$ cat config.mk
export PLATFORM = sky130hd
export DESIGN_NAME = typed_unit_pool_allocator_flat
export DESIGN_NICKNAME = d
export VERILOG_FILES = /design/src/design/tupa_pkg.sv /design/src/design/tupa_if.sv /design/src/design/tupa_ctrl.sv /design/src/design/tupa_dp.sv /design/src/design/typed_unit_pool_allocator.sv /design/src/flat_wrapper.sv
export SDC_FILE = /design/constraint.sdc
export NUM_CORES = 1
export LEC_CHECK = 0
export BUFFER_PORTS_ARGS = -buffer_cell sky130_fd_sc_hd__clkbuf_2
export CAP_MARGIN = 40
export CORE_UTILIZATION = 56
export DETAILED_ROUTE_END_ITERATION = 10
export PLACE_DENSITY = 0.87
export SYNTH_ARGS = -nofsm -noshare
export SYNTH_HDL_FRONTEND = slang
export SYNTH_SLANG_ARGS = --single-unit
export TNS_END_PERCENT = 10
$ cat constraint.sdc
create_clock -name clk -period 4.54 [get_ports clk]
set_clock_uncertainty 0.1 [all_clocks]
set_input_delay 0.454 -clock clk [delete_from_list [all_inputs] [get_ports clk]]
set_output_delay 0.454 -clock clk [all_outputs]
set_load 0.005 [all_outputs]
$ cat src/design/tupa_pkg.sv
// Shared types, field widths and codes of the typed unit pool allocator.
package tupa_pkg;

    // Default sizing
    localparam int NUM_TYPES_DEF      = 3;
    localparam int UNITS_PER_TYPE_DEF = 16;

    // Field widths fixed by the request and result formats
    localparam int MODE_W    = 1;
    localparam int TYPE_W    = 2;
    localparam int INDEX_W   = 4;
    localparam int STATUS_W  = 2;
    localparam int FREE_W    = 5;
    localparam int CFG_W     = 5;
    localparam int CFG_IDX_W = 2;

    // Configuration registers: register i holds the unit count of type i
    localparam int NUM_CFG_REGS = 3;
    localparam logic [CFG_W-1:0] UNITS_RESET = 5'd16;

    // Operation codes
    localparam logic [MODE_W-1:0] MODE_ALLOC = 1'b0;
    localparam logic [MODE_W-1:0] MODE_FREE  = 1'b1;

    // Result status codes
    localparam logic [STATUS_W-1:0] STAT_OK        = 2'd0;
    localparam logic [STATUS_W-1:0] STAT_BAD_TYPE  = 2'd1;
    localparam logic [STATUS_W-1:0] STAT_NONE_FREE = 2'd2;
    localparam logic [STATUS_W-1:0] STAT_BAD_INDEX = 2'd3;

    // Controller states
    typedef enum logic [1:0] {
        ST_IDLE,
        ST_EXEC,
        ST_COUNT
    } state_t;

    // Controller to datapath
    typedef struct packed {
        logic take_req;
        logic exec;
        logic load_out;
    } ctrl_cmd_t;

    // Datapath to controller
    typedef struct packed {
        logic out_free;
    } dp_stat_t;

endpackage

$ cat src/design/tupa_if.sv
// Request, result and configuration channel interfaces.
interface tupa_req_if;
    import tupa_pkg::*;
    logic                 valid;
    logic                 ready;
    logic [MODE_W-1:0]    mode;
    logic [TYPE_W-1:0]    resource_type;
    logic [INDEX_W-1:0]   unit_index;

    modport source (output valid, output mode, output resource_type, output unit_index,
                    input ready);
    modport sink   (input valid, input mode, input resource_type, input unit_index,
                    output ready);
endinterface

interface tupa_rsp_if;
    import tupa_pkg::*;
    logic                 valid;
    logic                 ready;
    logic                 ok;
    logic [STATUS_W-1:0]  status;
    logic [INDEX_W-1:0]   granted_index;
    logic [FREE_W-1:0]    units_free;

    modport source (output valid, output ok, output status, output granted_index,
                    output units_free, input ready);
    modport sink   (input valid, input ok, input status, input granted_index,
                    input units_free, output ready);
endinterface

interface tupa_cfg_if;
    import tupa_pkg::*;
    logic                 valid;
    logic                 ready;
    logic [CFG_IDX_W-1:0] index;
    logic [CFG_W-1:0]     data;

    modport source (output valid, output index, output data, input ready);
    modport sink   (input valid, input index, input data, output ready);
endinterface

$ cat src/design/tupa_ctrl.sv
// Controller state machine of the typed unit pool allocator.
module tupa_ctrl (
    input  logic                clk,
    input  logic                rst_n,
    input  logic                req_valid,
    input  tupa_pkg::dp_stat_t  stat,
    output tupa_pkg::ctrl_cmd_t cmd
);
    import tupa_pkg::*;

    state_t state_reg;
    state_t state_next;

    // Hold state
    always_ff @(posedge clk or negedge rst_n)
    begin
        if (!rst_n)
        begin
            state_reg <= ST_IDLE;
        end
        else
        begin
            state_reg <= state_next;
        end
    end

    // Advance: accept, update bitmap, count and hand off result
    always_comb
    begin
        state_next = state_reg;
        case (state_reg)
            ST_IDLE:
            begin
                if (req_valid)
                begin
                    state_next = ST_EXEC;
                end
            end
            ST_EXEC:
            begin
                state_next = ST_COUNT;
            end
            ST_COUNT:
            begin
                if (stat.out_free)
                begin
                    state_next = ST_IDLE;
                end
            end
            default:
            begin
                state_next = ST_IDLE;
            end
        endcase
    end

    // Drive datapath commands
    always_comb
    begin
        cmd = '0;
        case (state_reg)
            ST_IDLE:
            begin
                cmd.take_req = 1'b1;
            end
            ST_EXEC:
            begin
                cmd.exec = 1'b1;
            end
            ST_COUNT:
            begin
                cmd.load_out = stat.out_free;
            end
            default:
            begin
                cmd = '0;
            end
        endcase
    end

endmodule

$ cat src/design/tupa_dp.sv
// Datapath: unit counts, allocation bitmaps, first-fit search, free count, result register.
module tupa_dp #(
    parameter int NUM_TYPES      = tupa_pkg::NUM_TYPES_DEF,
    parameter int UNITS_PER_TYPE = tupa_pkg::UNITS_PER_TYPE_DEF
) (
    input  logic                            clk,
    input  logic                            rst_n,
    input  tupa_pkg::ctrl_cmd_t             cmd,
    output tupa_pkg::dp_stat_t              stat,
    // request
    input  logic                            req_valid,
    input  logic [tupa_pkg::MODE_W-1:0]     req_mode,
    input  logic [tupa_pkg::TYPE_W-1:0]     req_type,
    input  logic [tupa_pkg::INDEX_W-1:0]    req_index,
    // configuration
    input  logic                            cfg_valid,
    input  logic [tupa_pkg::CFG_IDX_W-1:0]  cfg_index,
    input  logic [tupa_pkg::CFG_W-1:0]      cfg_data,
    // result
    input  logic                            rsp_ready,
    output logic                            rsp_valid,
    output logic                            rsp_ok,
    output logic [tupa_pkg::STATUS_W-1:0]   rsp_status,
    output logic [tupa_pkg::INDEX_W-1:0]    rsp_granted_index,
    output logic [tupa_pkg::FREE_W-1:0]     rsp_units_free
);
    import tupa_pkg::*;

    localparam int CNT_W = $clog2(UNITS_PER_TYPE + 1);
    localparam int CMP_W = (CNT_W > CFG_W) ? CNT_W : CFG_W;
    localparam int IDX_W = (UNITS_PER_TYPE > 1) ? $clog2(UNITS_PER_TYPE) : 1;

    // Operand registers
    logic [MODE_W-1:0]         mode_reg;
    logic [TYPE_W-1:0]         type_reg;
    logic [INDEX_W-1:0]        uidx_reg;

    // Configuration and allocation state
    logic [CFG_W-1:0]          units_reg [NUM_TYPES];
    logic [UNITS_PER_TYPE-1:0] map_reg   [NUM_TYPES];

    // Intermediate decision
    logic                      dec_ok_reg;
    logic [STATUS_W-1:0]       dec_status_reg;
    logic [IDX_W-1:0]          dec_grant_reg;

    // Result register
    logic                      out_valid_reg;
    logic                      out_valid_next;
    logic                      out_ok_reg;
    logic [STATUS_W-1:0]       out_status_reg;
    logic [INDEX_W-1:0]        out_grant_reg;
    logic [FREE_W-1:0]         out_free_reg;

    // Combinational
    logic                      type_ok;
    logic [CFG_W-1:0]          cfg_sel;
    logic [UNITS_PER_TYPE-1:0] map_sel;
    logic [CNT_W-1:0]          n_sel;
    logic [UNITS_PER_TYPE-1:0] mask;
    logic [UNITS_PER_TYPE-1:0] cand;
    logic [UNITS_PER_TYPE-1:0] grant_onehot;
    logic [UNITS_PER_TYPE-1:0] clr_onehot;
    logic [UNITS_PER_TYPE-1:0] shifted;
    logic                      found;
    logic [IDX_W-1:0]          grant_idx;
    logic                      idx_hit;
    logic                      dec_ok;
    logic [STATUS_W-1:0]       dec_status;
    logic [CNT_W-1:0]          free_cnt;
    logic [FREE_W-1:0]         free_out;

    // Select the addressed type
    always_comb
    begin
        type_ok = (int'(type_reg) < NUM_TYPES);
        cfg_sel = '0;
        map_sel = '0;
        for (int t = 0; t < NUM_TYPES; t++)
        begin
            if (int'(type_reg) == t)
            begin
                cfg_sel = units_reg[t];
                map_sel = map_reg[t];
            end
        end
    end

    // Saturate the unit count and build the in-range mask
    always_comb
    begin
        if (CMP_W'(cfg_sel) > CMP_W'(UNITS_PER_TYPE))
        begin
            n_sel = CNT_W'(UNITS_PER_TYPE);
        end
        else
        begin
            n_sel = CNT_W'(cfg_sel);
        end
        for (int i = 0; i < UNITS_PER_TYPE; i++)
        begin
            mask[i] = (CMP_W'(i) < CMP_W'(n_sel));
        end
    end

    // Find the lowest free unit
    always_comb
    begin
        cand         = ~map_sel & mask;
        found        = |cand;
        grant_onehot = cand & (~cand + UNITS_PER_TYPE'(1));
        grant_idx    = '0;
        for (int i = UNITS_PER_TYPE - 1; i >= 0; i--)
        begin
            if (cand[i])
            begin
                grant_idx = IDX_W'(i);
            end
        end
    end

    // Check the unit to free
    always_comb
    begin
        shifted    = map_sel >> uidx_reg;
        idx_hit    = (CMP_W'(uidx_reg) < CMP_W'(n_sel)) && shifted[0];
        clr_onehot = UNITS_PER_TYPE'(1) << uidx_reg;
    end

    // Decide status
    always_comb
    begin
        dec_ok     = 1'b0;
        dec_status = STAT_OK;
        if (!type_ok)
        begin
            dec_status = STAT_BAD_TYPE;
        end
        else if (mode_reg == MODE_ALLOC)
        begin
            dec_ok     = found;
            dec_status = found ? STAT_OK : STAT_NONE_FREE;
        end
        else
        begin
            dec_ok     = idx_hit;
            dec_status = idx_hit ? STAT_OK : STAT_BAD_INDEX;
        end
    end

    // Count free units of the updated bitmap
    always_comb
    begin
        free_cnt = '0;
        for (int i = 0; i < UNITS_PER_TYPE; i++)
        begin
            free_cnt = free_cnt + CNT_W'(cand[i]);
        end
        if (dec_status_reg == STAT_BAD_TYPE || dec_status_reg == STAT_NONE_FREE)
        begin
            free_out = '0;
        end
        else
        begin
            free_out = FREE_W'(free_cnt);
        end
    end

    // Latch the request operands
    always_ff @(posedge clk)
    begin
        if (cmd.take_req && req_valid)
        begin
            mode_reg <= req_mode;
            type_reg <= req_type;
            uidx_reg <= req_index;
        end
    end

    // Write unit counts
    always_ff @(posedge clk or negedge rst_n)
    begin
        if (!rst_n)
        begin
            for (int t = 0; t < NUM_TYPES; t++)
            begin
                units_reg[t] <= UNITS_RESET;
            end
        end
        else if (cfg_valid && int'(cfg_index) < NUM_CFG_REGS)
        begin
            for (int t = 0; t < NUM_TYPES; t++)
            begin
                if (int'(cfg_index) == t)
                begin
                    units_reg[t] <= cfg_data;
                end
            end
        end
    end

    // Set or clear a bit of the addressed bitmap
    always_ff @(posedge clk or negedge rst_n)
    begin
        if (!rst_n)
        begin
            for (int t = 0; t < NUM_TYPES; t++)
            begin
                map_reg[t] <= '0;
            end
        end
        else if (cmd.exec)
        begin
            for (int t = 0; t < NUM_TYPES; t++)
            begin
                if (int'(type_reg) == t)
                begin
                    if (mode_reg == MODE_ALLOC && found)
                    begin
                        map_reg[t] <= map_reg[t] | grant_onehot;
                    end
                    else if (mode_reg == MODE_FREE && idx_hit)
                    begin
                        map_reg[t] <= map_reg[t] & ~clr_onehot;
                    end
                end
            end
        end
    end

    // Hold the decision until the count is done
    always_ff @(posedge clk)
    begin
        if (cmd.exec)
        begin
            dec_ok_reg     <= dec_ok;
            dec_status_reg <= dec_status;
            dec_grant_reg  <= (mode_reg == MODE_ALLOC && dec_ok) ? grant_idx : '0;
        end
    end

    // Result valid: set on load, drop when taken
    always_comb
    begin
        out_valid_next = out_valid_reg;
        if (cmd.load_out)
        begin
            out_valid_next = 1'b1;
        end
        else if (rsp_ready)
        begin
            out_valid_next = 1'b0;
        end
    end

    always_ff @(posedge clk or negedge rst_n)
    begin
        if (!rst_n)
        begin
            out_valid_reg <= 1'b0;
        end
        else
        begin
            out_valid_reg <= out_valid_next;
        end
    end

    // Load the result payload
    always_ff @(posedge clk)
    begin
        if (cmd.load_out)
        begin
            out_ok_reg     <= dec_ok_reg;
            out_status_reg <= dec_status_reg;
            out_grant_reg  <= INDEX_W'(dec_grant_reg);
            out_free_reg   <= free_out;
        end
    end

    assign stat.out_free      = !out_valid_reg || rsp_ready;
    assign rsp_valid          = out_valid_reg;
    assign rsp_ok             = out_ok_reg;
    assign rsp_status         = out_status_reg;
    assign rsp_granted_index  = out_grant_reg;
    assign rsp_units_free     = out_free_reg;

endmodule

$ cat src/design/typed_unit_pool_allocator.sv
// Top level of the typed unit pool allocator: controller, datapath and channel hookup.
//
//  channel | dir | payload                                       | handshake
//  --------+-----+-----------------------------------------------+------------
//  req     | in  | mode, resource_type, unit_index               | valid/ready
//  rsp     | out | ok, status, granted_index, units_free         | valid/ready
//  cfg     | in  | index (unit-count register), data             | valid/ready
//
// Each request passes through three steps: accept, bitmap search and update, free count.
// The free-count popcount runs on the updated bitmap in its own cycle after the update.
// A finished result sits in the output register, so the next request is accepted
// while the previous result waits; a stall on rsp holds the count stage.
// Reset clears all bitmaps and sets every unit count to 16; cfg is always ready.
module typed_unit_pool_allocator #(
    parameter int NUM_TYPES      = tupa_pkg::NUM_TYPES_DEF,
    parameter int UNITS_PER_TYPE = tupa_pkg::UNITS_PER_TYPE_DEF
) (
    input  logic        clk,
    input  logic        rst_n,
    tupa_req_if.sink    req,
    tupa_rsp_if.source  rsp,
    tupa_cfg_if.sink    cfg
);
    import tupa_pkg::*;

    ctrl_cmd_t cmd;
    dp_stat_t  stat;

    // Sequence each request
    tupa_ctrl u_ctrl (
        .clk       (clk),
        .rst_n     (rst_n),
        .req_valid (req.valid),
        .stat      (stat),
        .cmd       (cmd)
    );

    // Bitmaps, counts and result
    tupa_dp #(
        .NUM_TYPES      (NUM_TYPES),
        .UNITS_PER_TYPE (UNITS_PER_TYPE)
    ) u_dp (
        .clk               (clk),
        .rst_n             (rst_n),
        .cmd               (cmd),
        .stat              (stat),
        .req_valid         (req.valid),
        .req_mode          (req.mode),
        .req_type          (req.resource_type),
        .req_index         (req.unit_index),
        .cfg_valid         (cfg.valid),
        .cfg_index         (cfg.index),
        .cfg_data          (cfg.data),
        .rsp_ready         (rsp.ready),
        .rsp_valid         (rsp.valid),
        .rsp_ok            (rsp.ok),
        .rsp_status        (rsp.status),
        .rsp_granted_index (rsp.granted_index),
        .rsp_units_free    (rsp.units_free)
    );

    assign req.ready = cmd.take_req;
    assign cfg.ready = 1'b1;

endmodule

$ cat src/flat_wrapper.sv
// flat-port wrapper written by rule: the top's interface ports become plain ports
module typed_unit_pool_allocator_flat import tupa_pkg::*;
#(
    parameter int NUM_TYPES      = tupa_pkg::NUM_TYPES_DEF,
    parameter int UNITS_PER_TYPE = tupa_pkg::UNITS_PER_TYPE_DEF
)
  (clk, rst_n, req_valid, req_mode, req_resource_type, req_unit_index, req_ready, rsp_valid, rsp_ok, rsp_status, rsp_granted_index, rsp_units_free, rsp_ready, cfg_valid, cfg_index, cfg_data, cfg_ready);
  tupa_req_if req_i ();
  tupa_rsp_if rsp_i ();
  tupa_cfg_if cfg_i ();
  input  logic clk;
  input  logic rst_n;
  input wire logic [$bits(req_i.valid)-1:0] req_valid;
  input wire logic [$bits(req_i.mode)-1:0] req_mode;
  input wire logic [$bits(req_i.resource_type)-1:0] req_resource_type;
  input wire logic [$bits(req_i.unit_index)-1:0] req_unit_index;
  output wire logic [$bits(req_i.ready)-1:0] req_ready;
  output wire logic [$bits(rsp_i.valid)-1:0] rsp_valid;
  output wire logic [$bits(rsp_i.ok)-1:0] rsp_ok;
  output wire logic [$bits(rsp_i.status)-1:0] rsp_status;
  output wire logic [$bits(rsp_i.granted_index)-1:0] rsp_granted_index;
  output wire logic [$bits(rsp_i.units_free)-1:0] rsp_units_free;
  input wire logic [$bits(rsp_i.ready)-1:0] rsp_ready;
  input wire logic [$bits(cfg_i.valid)-1:0] cfg_valid;
  input wire logic [$bits(cfg_i.index)-1:0] cfg_index;
  input wire logic [$bits(cfg_i.data)-1:0] cfg_data;
  output wire logic [$bits(cfg_i.ready)-1:0] cfg_ready;
  assign req_i.valid = req_valid;
  assign req_i.mode = req_mode;
  assign req_i.resource_type = req_resource_type;
  assign req_i.unit_index = req_unit_index;
  assign req_ready = req_i.ready;
  assign rsp_valid = rsp_i.valid;
  assign rsp_ok = rsp_i.ok;
  assign rsp_status = rsp_i.status;
  assign rsp_granted_index = rsp_i.granted_index;
  assign rsp_units_free = rsp_i.units_free;
  assign rsp_i.ready = rsp_ready;
  assign cfg_i.valid = cfg_valid;
  assign cfg_i.index = cfg_index;
  assign cfg_i.data = cfg_data;
  assign cfg_ready = cfg_i.ready;
  typed_unit_pool_allocator #(.NUM_TYPES(NUM_TYPES), .UNITS_PER_TYPE(UNITS_PER_TYPE)) u_core (.clk(clk), .rst_n(rst_n), .req(req_i), .rsp(rsp_i), .cfg(cfg_i));
endmodule
==> results of run 1 <==
==> worst paths after layout <==
kind	to	slack (ns)
worst max-delay path	u_core.u_dp.rsp_units_free[4]$_SDFFCE_PP0P_	-0.21
worst min-delay path	u_core.u_dp.map_reg[36]$_DFFE_PN0P_	0.03
worst max register to register	u_core.u_dp.rsp_units_free[4]$_SDFFCE_PP0P_	-0.21
worst min register to register	u_core.u_dp.rsp_granted_index[1]$_DFFE_PP_	0.33
max in group asynchronous	u_core.u_dp.units_reg[9]$_DFFE_PN1P_	3.29
min in group clk	u_core.u_dp.uidx_reg[3]$_DFFE_PP_	0.13
==> per-layer routing <==
layer / vias up / track usage, % / wire length, µm
li1: 2423 / - / -
met1: 2636 / 40.3 / 6500
met2: 366 / 50.9 / 8060
met3: 82 / 6.74 / 1430
met4: 0 / 21.1 / 932
met5: - / 0 / 0
==> power by group through the flow <==
stage | Combinational [mW] | Sequential (mW) | Clock [mW]
2_1_floorplan | 1.07 | 1.04 | 0
3_3_place_gp | 1.47 | 1.06 | 0
3_5_place_dp | 1.57 | 1.07 | 0
4_1_cts | 1.60 | 1.06 | 0.582
5_1_grt | 1.80 | 1.07 | 0.618
6_report | 1.63 | 1.06 | 0.577
==> stage by stage <==
step                      cell area [µm²]  util, %
after global placement               6550     63.5
after CTS                            6850     66.4
after global routing                 6930     67.1
final                                6930     67.1
after detailed placement             6560     63.5
after floorplan                      6020        -
==> cell type report <==
type	instances	share of cell area, %
Multi-Input combinational cell	450	48.3
Sequential cell	92	35.2
Timing Repair Buffer	98	9.68
Tap cell	136	2.46
Clock buffer	12	2.26
Inverter	27	1.46
Clock inverter	4	0.668
==> Yosys cell counts (12+ instances only) <==
cell | count | area (µm²)
sky130_fd_sc_hd__nand3_1 | 83 | 415
sky130_fd_sc_hd__mux2i_1 | 12 | 120
sky130_fd_sc_hd__clkbuf_1 | 24 | 90.1
sky130_fd_sc_hd__a21oi_1 | 23 | 115
sky130_fd_sc_hd__nand2_1 | 35 | 131
sky130_fd_sc_hd__edfxtp_1 | 26 | 781
sky130_fd_sc_hd__inv_1 | 27 | 101
sky130_fd_sc_hd__mux2_2 | 22 | 248
sky130_fd_sc_hd__o21ai_0 | 73 | 365
sky130_fd_sc_hd__nor2_1 | 22 | 82.6
sky130_fd_sc_hd__dfrtp_1 | 63 | 1580
==> what timing repair did <==
action | CTS | global route
gates resized for setup | 10 | 9
pin swaps | 2 | 3
setup endpoints to repair | 4 | 4
buffers inserted | 3 | 3
==> worst register-to-register path, stage by stage, from the launching register on <==
cell	delay (ns)
sky130_fd_sc_hd__edfxtp_1	0.42
sky130_fd_sc_hd__buf_4	0.19
sky130_fd_sc_hd__mux2i_4	0.28
sky130_fd_sc_hd__a2bb2oi_4	0.23
sky130_fd_sc_hd__nand2_2	0.11
sky130_fd_sc_hd__o41a_1	0.36
sky130_fd_sc_hd__inv_2	0.08
sky130_fd_sc_hd__fa_1	0.43
sky130_fd_sc_hd__fa_1	0.48
sky130_fd_sc_hd__fa_2	0.54
sky130_fd_sc_hd__fa_1	0.40
sky130_fd_sc_hd__inv_1	0.07
sky130_fd_sc_hd__ha_1	0.15
sky130_fd_sc_hd__inv_1	0.06
sky130_fd_sc_hd__fa_1	0.37
sky130_fd_sc_hd__nor2b_1	0.16
sky130_fd_sc_hd__o21ai_0	0.09
sky130_fd_sc_hd__nor2_1	0.09
==> placed cells by master (no fill, tap or decap), types with 9 or more instances in the layout <==
master / instances
sky130_fd_sc_hd__ha_1: 10
sky130_fd_sc_hd__inv_1: 26
sky130_fd_sc_hd__fa_1: 9
sky130_fd_sc_hd__nand2_1: 35
sky130_fd_sc_hd__a21oi_1: 21
sky130_fd_sc_hd__edfxtp_1: 26
sky130_fd_sc_hd__mux2_2: 22
sky130_fd_sc_hd__nand3_1: 83
sky130_fd_sc_hd__dfrtp_1: 63
sky130_fd_sc_hd__o21ai_1: 9
sky130_fd_sc_hd__nor2_1: 21
sky130_fd_sc_hd__o31ai_1: 9
sky130_fd_sc_hd__clkbuf_8: 9
sky130_fd_sc_hd__mux2i_1: 9
sky130_fd_sc_hd__o21ai_0: 73
sky130_fd_sc_hd__buf_4: 62
sky130_fd_sc_hd__clkbuf_2: 32
==> logic make-up (layout without fill, tap and decap cells) <==
family | Yosys count | count (layout) | share of synthesized area [%]
xor+xnor | 2 | 2 | 0.293
other cells | 1 | 1 | 0.0627
flops | 92 | 92 | 40.7
simple gates | 194 | 194 | 17.8
compound gates | 195 | 195 | 22.9
fa+ha+maj | 20 | 20 | 5.44
buf+inv | 68 | 141 | 5.62
mux | 38 | 38 | 7.19
==> reports/summary.md, run 1 <==
Of all flip-flops after synthesis, the portion carrying an async set or reset was 71.7%. The number of enable flip-flop cells after synthesis is 26. 34 I/O pins were placed. The design internal power was 1.95 mW; the Yosys warning count was 0. In the finished design, the share of the clock period the worst path needs comes to 105%. In this run, the clock network consumes 17.6% of the power. For the via count, the log shows 5,507. Floorplan die height: 105 µm. The final layout contains 717 nets. In this run, the number of DRC markers left after iteration 0 of detailed routing was 651. The tools report the filler cell count in the final layout as 794.

The number of register bits inferred by synthesis came out at 92. Clock-pin slew was measured on the worst setup and hold paths at 0.09 ns. In this run the power spent charging and discharging nets is 1.32 mW.

The static leakage power is 2.63 nW. The clock tree synthesis step divided the H-tree into 3 levels. Summed over all failing endpoints, the final setup total negative slack is -0.707 ns. Tracing the worst setup path back leads to its startpoint at u_core.u_dp.type_reg[0]$_DFFE_PP_. During placement, the flow inserted port buffers numbering 32.

The register with the most flip-flops in the layout has 48 of them. The average cell area after synthesis is 9.81 µm², and the proportion of synthesized chip area in sequential cells is 40.7%. The proportion of total power due to net switching is 40.4%, and the power density over the cells is 472 nW/µm². The flow ran to the end, but the final reports show violations.

Sequential cells burn 32.4% of the power. The kind of cell with the highest combined delay along the critical path is adder cells. Arrival time reported for the critical path endpoint: 4.91 ns. TritonCTS built the clock tree.

The logs give 37 for the number of rows created at floorplan and 32.3% for the overall fraction of global-route tracks in use. The initial utilization of the core area, before any placement, comes to 58.0%. The critical path in this run is classified as flop to flop. For the count of pins over their slew limit, the log shows 0. The first global-routing pass estimated 27,300 µm of wire.

Chip width: 105 µm. Synthesis produced a netlist whose cell count is 610. Clock tree synthesis found a total of 92 sinks.

The logs give 0 for the hold buffer count at CTS and 9 for the total CTS buffers. The tools report the number of instances in the placed design as 797. The worst hold-check slack is 0.0296 ns, and the part of the total power dissipated in combinational logic is 49.9%. The most used flip-flop cell after synthesis is sky130_fd_sc_hd__dfrtp_1. STA classifies the critical path endpoint as a flop. Compared with the post-synthesis result, the final layout area differs by 15.8%. Setup violations remaining at the end of the flow were counted as 4. Routed via count divided by cell count: 6.72.

The leftover overflow at the end of global routing is 0. Setup repair after global routing could not meet its margin everywhere. The total area inside the core boundary comes to 10,300 µm².

At the placement stage, the worst setup path has a slack of -0.367 ns. The post-layout total power came out at 3.27 mW. The root buffer cell chosen for the clock tree is sky130_fd_sc_hd__clkbuf_8. The number of unique standard cell types used by synthesis is 84, and the total die area is 11,100 µm². The remaining number of nets flagged by the antenna check after routing is 0.

The largest individual stage delay along the critical path comes from the cell sky130_fd_sc_hd__fa_2. Final critical path time including I/O delays and setup: 4.75 ns. The path category of the worst min-delay check was input pin to async pin. The largest stage delay on the critical path is 0.54 ns, and the final setup slack of the worst path is -0.210 ns.

The worst max-slew margin expressed relative to the limit was 44.4%; the number of global-route vias before repair was 5,252. The launch instance of the worst register-to-register path was u_core.u_dp.type_reg[0]$_DFFE_PP_. Of the cells placed in the final design, the portion with a size suffix greater than 1 is 25.6%. The worst voltage drop across the vdd grid is 0.360 mV.

Number of iterations in the first detailed-routing pass: 5. STA puts the critical path data required time at 4.70 ns. The total area of sequential cells is 2440 µm², and the pin count of the biggest net entering global routing is 43. After detailed routing, the number of remaining DRC violations is 0. The congestion estimate from routability-driven global placement came to 0.929. STA classifies the critical path startpoint as a flop. Summing every instance area after synthesis gives 5980 µm². The signal on the critical path passes through buf_4, mux2i_4, a2bb2oi_4, nand2_2, o41a_1, inv_2, fa_1, fa_1, fa_2, fa_1, inv_1, ha_1, inv_1, fa_1, nor2b_1, o21ai_0, nor2_1. The clock passes through at most 2 buffers. Timing would allow up to 0.211 GHz.

The tool flagged a number of max-cap violations equal to 0. The final reports fail on negative setup slack. The number of cells on the worst reg-to-reg path works out to 17.

In this design, the critical path's most frequently occurring cell is sky130_fd_sc_hd__fa_1. The final hold violation count came out at 0. 0 antenna diodes ended up in the layout. The final cell count without fillers was 819.

The routed design has 16,900 µm of wire. The number of nets produced by synthesis is 649, and the number of stages on the worst setup path is 17. The multi-input combinational cells in the finished layout cover a total of 3350 µm². Once detailed placement completed, the half-perimeter wirelength came to 12,400 µm. The clock reaches the later pin of the worst-skew pair after 0.40 ns.

In the final routed layout, each cell accounts on average for 20.7 µm. In this run the worst path has a maximum fanout of 5. The run gives 0 as the initial antenna violation count. Counting both buffers and inverters, the worst setup path holds a total of 4. The measured slew at the worst slew-check pin came out at 0.831 ns.
(Power assumes the default switching activity.)
==> run 2: changes to the inputs <==
--- a/config.mk
+++ b/config.mk
@@ -7,7 +7,10 @@
 export LEC_CHECK = 0
 export BUFFER_PORTS_ARGS = -buffer_cell sky130_fd_sc_hd__clkbuf_2
 export CAP_MARGIN = 40
-export CORE_UTILIZATION = 56
+export CELL_PAD_IN_SITES_DETAIL_PLACEMENT = 1
+export CELL_PAD_IN_SITES_GLOBAL_PLACEMENT = 1
+export CORE_UTILIZATION = 44
+export CTS_BUF_LIST = sky130_fd_sc_hd__clkbuf_16
 export DETAILED_ROUTE_END_ITERATION = 10
 export PLACE_DENSITY = 0.87
 export SYNTH_ARGS = -nofsm -noshare
==> run 2 against run 1 <==
  * The run still ends with negative setup slack left
  * Sequential power is essentially flat
  * Die area rose by 27%
  * Global-route usage decreased by 1.7 points
  * Critical endpoint unchanged
  * Largest cell class unchanged
  * Largest power group unchanged
==> reports/summary.md, run 2 (synthesis results as in run 1) <==
The chip width was 119 µm (+13%); the routed via count divided by cell count was 6.45 (-4.1%). The run gives 0 (unchanged) as the total of max-cap violations. The number of cells on the worst reg-to-reg path came out at 16 (-1).

The tools report the aggregate routed wire length as 20,300 µm (+20%). The run finished, with violations left. The logs give 19.9% (+2.3 points) for the share of total power in the clock network and 4.90 ns (about the same) for the arrival time reported for the critical path endpoint. The path category of the worst min-delay check was input pin to flop. The part of the cycle the worst path needs is 105% (+0.78 points). The worst hold path stage count works out to 1. The tools report the number of design-rule violations left by the first detailed-router iteration as 391 (-40%). The final hold violation count was 0 (unchanged).

Most common library cell in the layout ignoring fill and taps: sky130_fd_sc_hd__nand3_1. The placeable core region came out at 13,200 µm² (+28%). H-tree depth: 3 (unchanged). The logs give 53.1% (+2.2 points) for the met2 usage and 67 (+56%) for the pin count of the biggest net entering global routing. The final critical path time including I/O delays and setup came out at 4.79 ns (+0.0354 ns). The part of the total power dissipated in combinational logic came out at 49.9% (about the same). The number of iterations in the first detailed-routing pass is 8 (+3). The data required time of the worst path is 4.65 ns (-0.05 ns), and the total area of sequential cells is 2440 µm² (unchanged). Nature of the critical path startpoint: a flop. The run gives 0 (unchanged) as the remaining number of nets flagged by the antenna check after routing. The proportion of total power due to net switching is 41.0% (+0.63 points), and the clock latency at the later pin of the worst-skew pair is 0.36 ns (-0.04 ns). Final core utilization: 53.6% (-13 points). The tools report the worst hold path endpoint as u_core.u_dp.uidx_reg[2]$_DFFE_PP_.

The most heavily used metal layer in global routing was met2. The logs give 3380 µm² (+0.86%) for the multi-input logic area and 42 (+14%) for the number of rows created at floorplan. Maximum fanout along the worst path: 13 (+8).

The total I/O pin count is 34 (unchanged), and the floorplan die height is 119 µm (+13%). The number of inserted diodes is 0 (unchanged). The setup slack of the most critical reg-to-reg path is -0.25 ns (-0.04 ns), and the overall fraction of global-route tracks in use is 30.6% (-1.7 points). The worst setup path is captured at a flop. The flip-flop count of the largest register, all copies and words added was 48 (unchanged). The starting utilization of the core area is 45.2% (-13 points), and the measured slew at the worst slew-check pin is 0.923 ns (+0.0919 ns). The logs give 4 (unchanged) for the count of endpoints failing setup in the final report and 5,545 (+0.69%) for the via count. The tools report the power spent charging and discharging nets as 1.45 mW (+9.6%). The leftover overflow at the end of global routing was 0 (unchanged); the average wire length per cell after detail routing was 23.6 µm (+14%). Power density over the cells: 497 nW/µm² (+5.3%). The tools report the worst voltage drop across the vdd grid as 0.331 mV (-8.0%). Setup repair after global routing could not meet its margin everywhere. For the total placed instance area, the log shows 6620 µm² (+0.84%). For the global-route track usage on met1, the log shows 36.1% (-4.1 points). The tools report the number of global-route vias before repair as 6,095 (+16%). The run gives 2 (unchanged) as the maximum buffer depth of the clock tree. The worst register-to-register path ends at u_core.u_dp.rsp_units_free[4]$_SDFFCE_PP0P_. The tools report the routability-driven placement congestion ratio as 0.975 (+5.0%). The run gives -0.245 ns (-0.0354 ns) as the final setup slack of the worst path. The logs give 0 (unchanged) for the initial antenna violation count and 92 (unchanged) for the count of clock tree sinks. The placed wire-length estimate came out at 14,300 µm (+15%). The run gives 4.78% (-2.0 points) as the global routing usage on met3. The static leakage power is 2.67 nW (+1.7%). The run gives 9 (unchanged) as the total CTS buffers. The count of pins over their slew limit is 0 (unchanged). The register clock-pin slew on the reported worst setup and hold paths is 0.07 ns (-0.02 ns), and the worst max-slew margin expressed relative to the limit is 37.9% (-6.5 points). The tools report the timing-limited maximum frequency as 0.209 GHz (-0.74%). In the layout the commonest cells are 82 x sky130_fd_sc_hd__nand3_1, 70 x sky130_fd_sc_hd__o21ai_0, 63 x sky130_fd_sc_hd__dfrtp_1.

The worst register-to-register path begins at u_core.u_dp.type_reg[1]$_DFFE_PP_. The wire length of the first global-routing pass came out at 33,100 µm (+21%). The final design area excluding fillers was 7100 µm² (+2.5%). TritonCTS built the clock tree.

Share of layout cells above drive strength 1: 27.9% (+2.3 points). The number of port buffers works out to 32 (unchanged). In this run the clock root is driven by a sky130_fd_sc_hd__clkbuf_16. The checks that failed: negative setup slack.

The worst setup path category is flop to flop. The tools report the number of design rule violations left after detail routing as 0 (unchanged). The tools report the sequential power share as 30.3% (-2.1 points).

The hold buffer count at CTS is 0 (unchanged), and the layout-stage area growth over the synthesis result is 18.7%. The run gives 718 (+0.14%) as the number of nets in the finished design. The design internal power came out at 2.08 mW (+6.8%).

The run gives 1,494 (+88%) as the filler cell count in the final layout. The startpoint of the worst hold path was req_unit_index[2]. The total die area is 14,100 µm² (+27%).
run 2: changes by cell type in the layout (fill, tap and decap cells not counted), moves of 2 or more:
| cell | previous run | this run |
|---|---|---|
| sky130_fd_sc_hd__clkbuf_16 | 1 | 9 |
| sky130_fd_sc_hd__clkbuf_1 | 2 | 0 |
| sky130_fd_sc_hd__buf_6 | 4 | 2 |
| sky130_fd_sc_hd__clkbuf_8 | 9 | 0 |
| sky130_fd_sc_hd__o21ai_1 | 9 | 11 |
| sky130_fd_sc_hd__o21ai_0 | 73 | 70 |
| sky130_fd_sc_hd__inv_1 | 26 | 23 |
| sky130_fd_sc_hd__buf_2 | 0 | 2 |
| sky130_fd_sc_hd__buf_12 | 0 | 2 |
| sky130_fd_sc_hd__inv_2 | 1 | 6 |
run 2: what timing repair did:
item,CTS,global route
setup buffers,8,0
resized for setup,28,9
endpoints found under the setup margin,4,4
pin swaps,9,4
run 2: power by group through the flow:
stage | Sequential, mW | Combinational, mW | Clock (mW)
CTS | 1.07 | 1.69 | 0.714
global route | 1.08 | 1.92 | 0.745
floorplan | 1.04 | 1.07 | 0
global placement | 1.07 | 1.47 | 0
finish | 1.07 | 1.76 | 0.701
detailed placement | 1.08 | 1.60 | 0
run 2: critical path: stages, from the launching register on:
cell,delay (ns)
sky130_fd_sc_hd__edfxtp_1,0.37
sky130_fd_sc_hd__buf_4,0.27
sky130_fd_sc_hd__inv_1,0.18
sky130_fd_sc_hd__buf_4,0.20
sky130_fd_sc_hd__a22oi_1,0.37
sky130_fd_sc_hd__o31ai_2,0.18
sky130_fd_sc_hd__fa_1,0.58
sky130_fd_sc_hd__fa_1,0.44
sky130_fd_sc_hd__fa_2,0.55
sky130_fd_sc_hd__fa_1,0.41
sky130_fd_sc_hd__inv_1,0.07
sky130_fd_sc_hd__ha_2,0.18
sky130_fd_sc_hd__inv_2,0.04
sky130_fd_sc_hd__fa_2,0.36
sky130_fd_sc_hd__nor2b_4,0.13
sky130_fd_sc_hd__o21ai_1,0.08
sky130_fd_sc_hd__nor2_1,0.11
run 2: final cells by class:
cell class	count	share of cell area, %
inverters	27	1.43
well taps	176	3.10
clock inverters	7	0.599
multi-input cells	450	47.5
clock buffers	9	3.17
flip-flops and latches	92	34.3
repair buffers	99	9.86
run 2: stage by stage:
stage / setup TNS, ns / hold WS [ns] / cells / setup WS [ns] / power, mW
floorplan: -0.546 / 0.0584 / 610 / -0.159 / 2.11
CTS: -0.884 / 0.153 / 860 / -0.274 / 3.47
finish: -0.927 / 0.162 / 860 / -0.245 / 3.53
global placement: -0.705 / 0.303 / 835 / -0.198 / 2.53
global route: -1.58 / 0.161 / 860 / -0.444 / 3.74
detailed placement: -1.53 / 0.305 / 836 / -0.499 / 2.68
run 2: layer usage:
layer / part of all wire [%] / routed length, µm
met5: 0 / 0
met2: 51 / 10400
met3: 5.1 / 1050
met1: 39 / 7980
met4: 4.6 / 926
run 2: how the worst max path moves through the flow:
stage                                                 start                                           to  slack (ns)  cells past startpoint
after global placement    u_core.u_dp.type_reg[0]$_DFFE_PP_  u_core.u_dp.rsp_units_free[2]$_SDFFCE_PP0P_       -0.20                     18
final                     u_core.u_dp.type_reg[1]$_DFFE_PP_  u_core.u_dp.rsp_units_free[4]$_SDFFCE_PP0P_       -0.25                     16
after floorplan           u_core.u_dp.type_reg[0]$_DFFE_PP_  u_core.u_dp.rsp_units_free[2]$_SDFFCE_PP0P_       -0.16                     17
after detailed placement  u_core.u_dp.type_reg[0]$_DFFE_PP_  u_core.u_dp.rsp_units_free[4]$_SDFFCE_PP0P_       -0.50                     19
after CTS                 u_core.u_dp.type_reg[0]$_DFFE_PP_  u_core.u_dp.rsp_units_free[4]$_SDFFCE_PP0P_       -0.27                     18
after global routing      u_core.u_dp.type_reg[0]$_DFFE_PP_  u_core.u_dp.rsp_units_free[4]$_SDFFCE_PP0P_       -0.44                     19
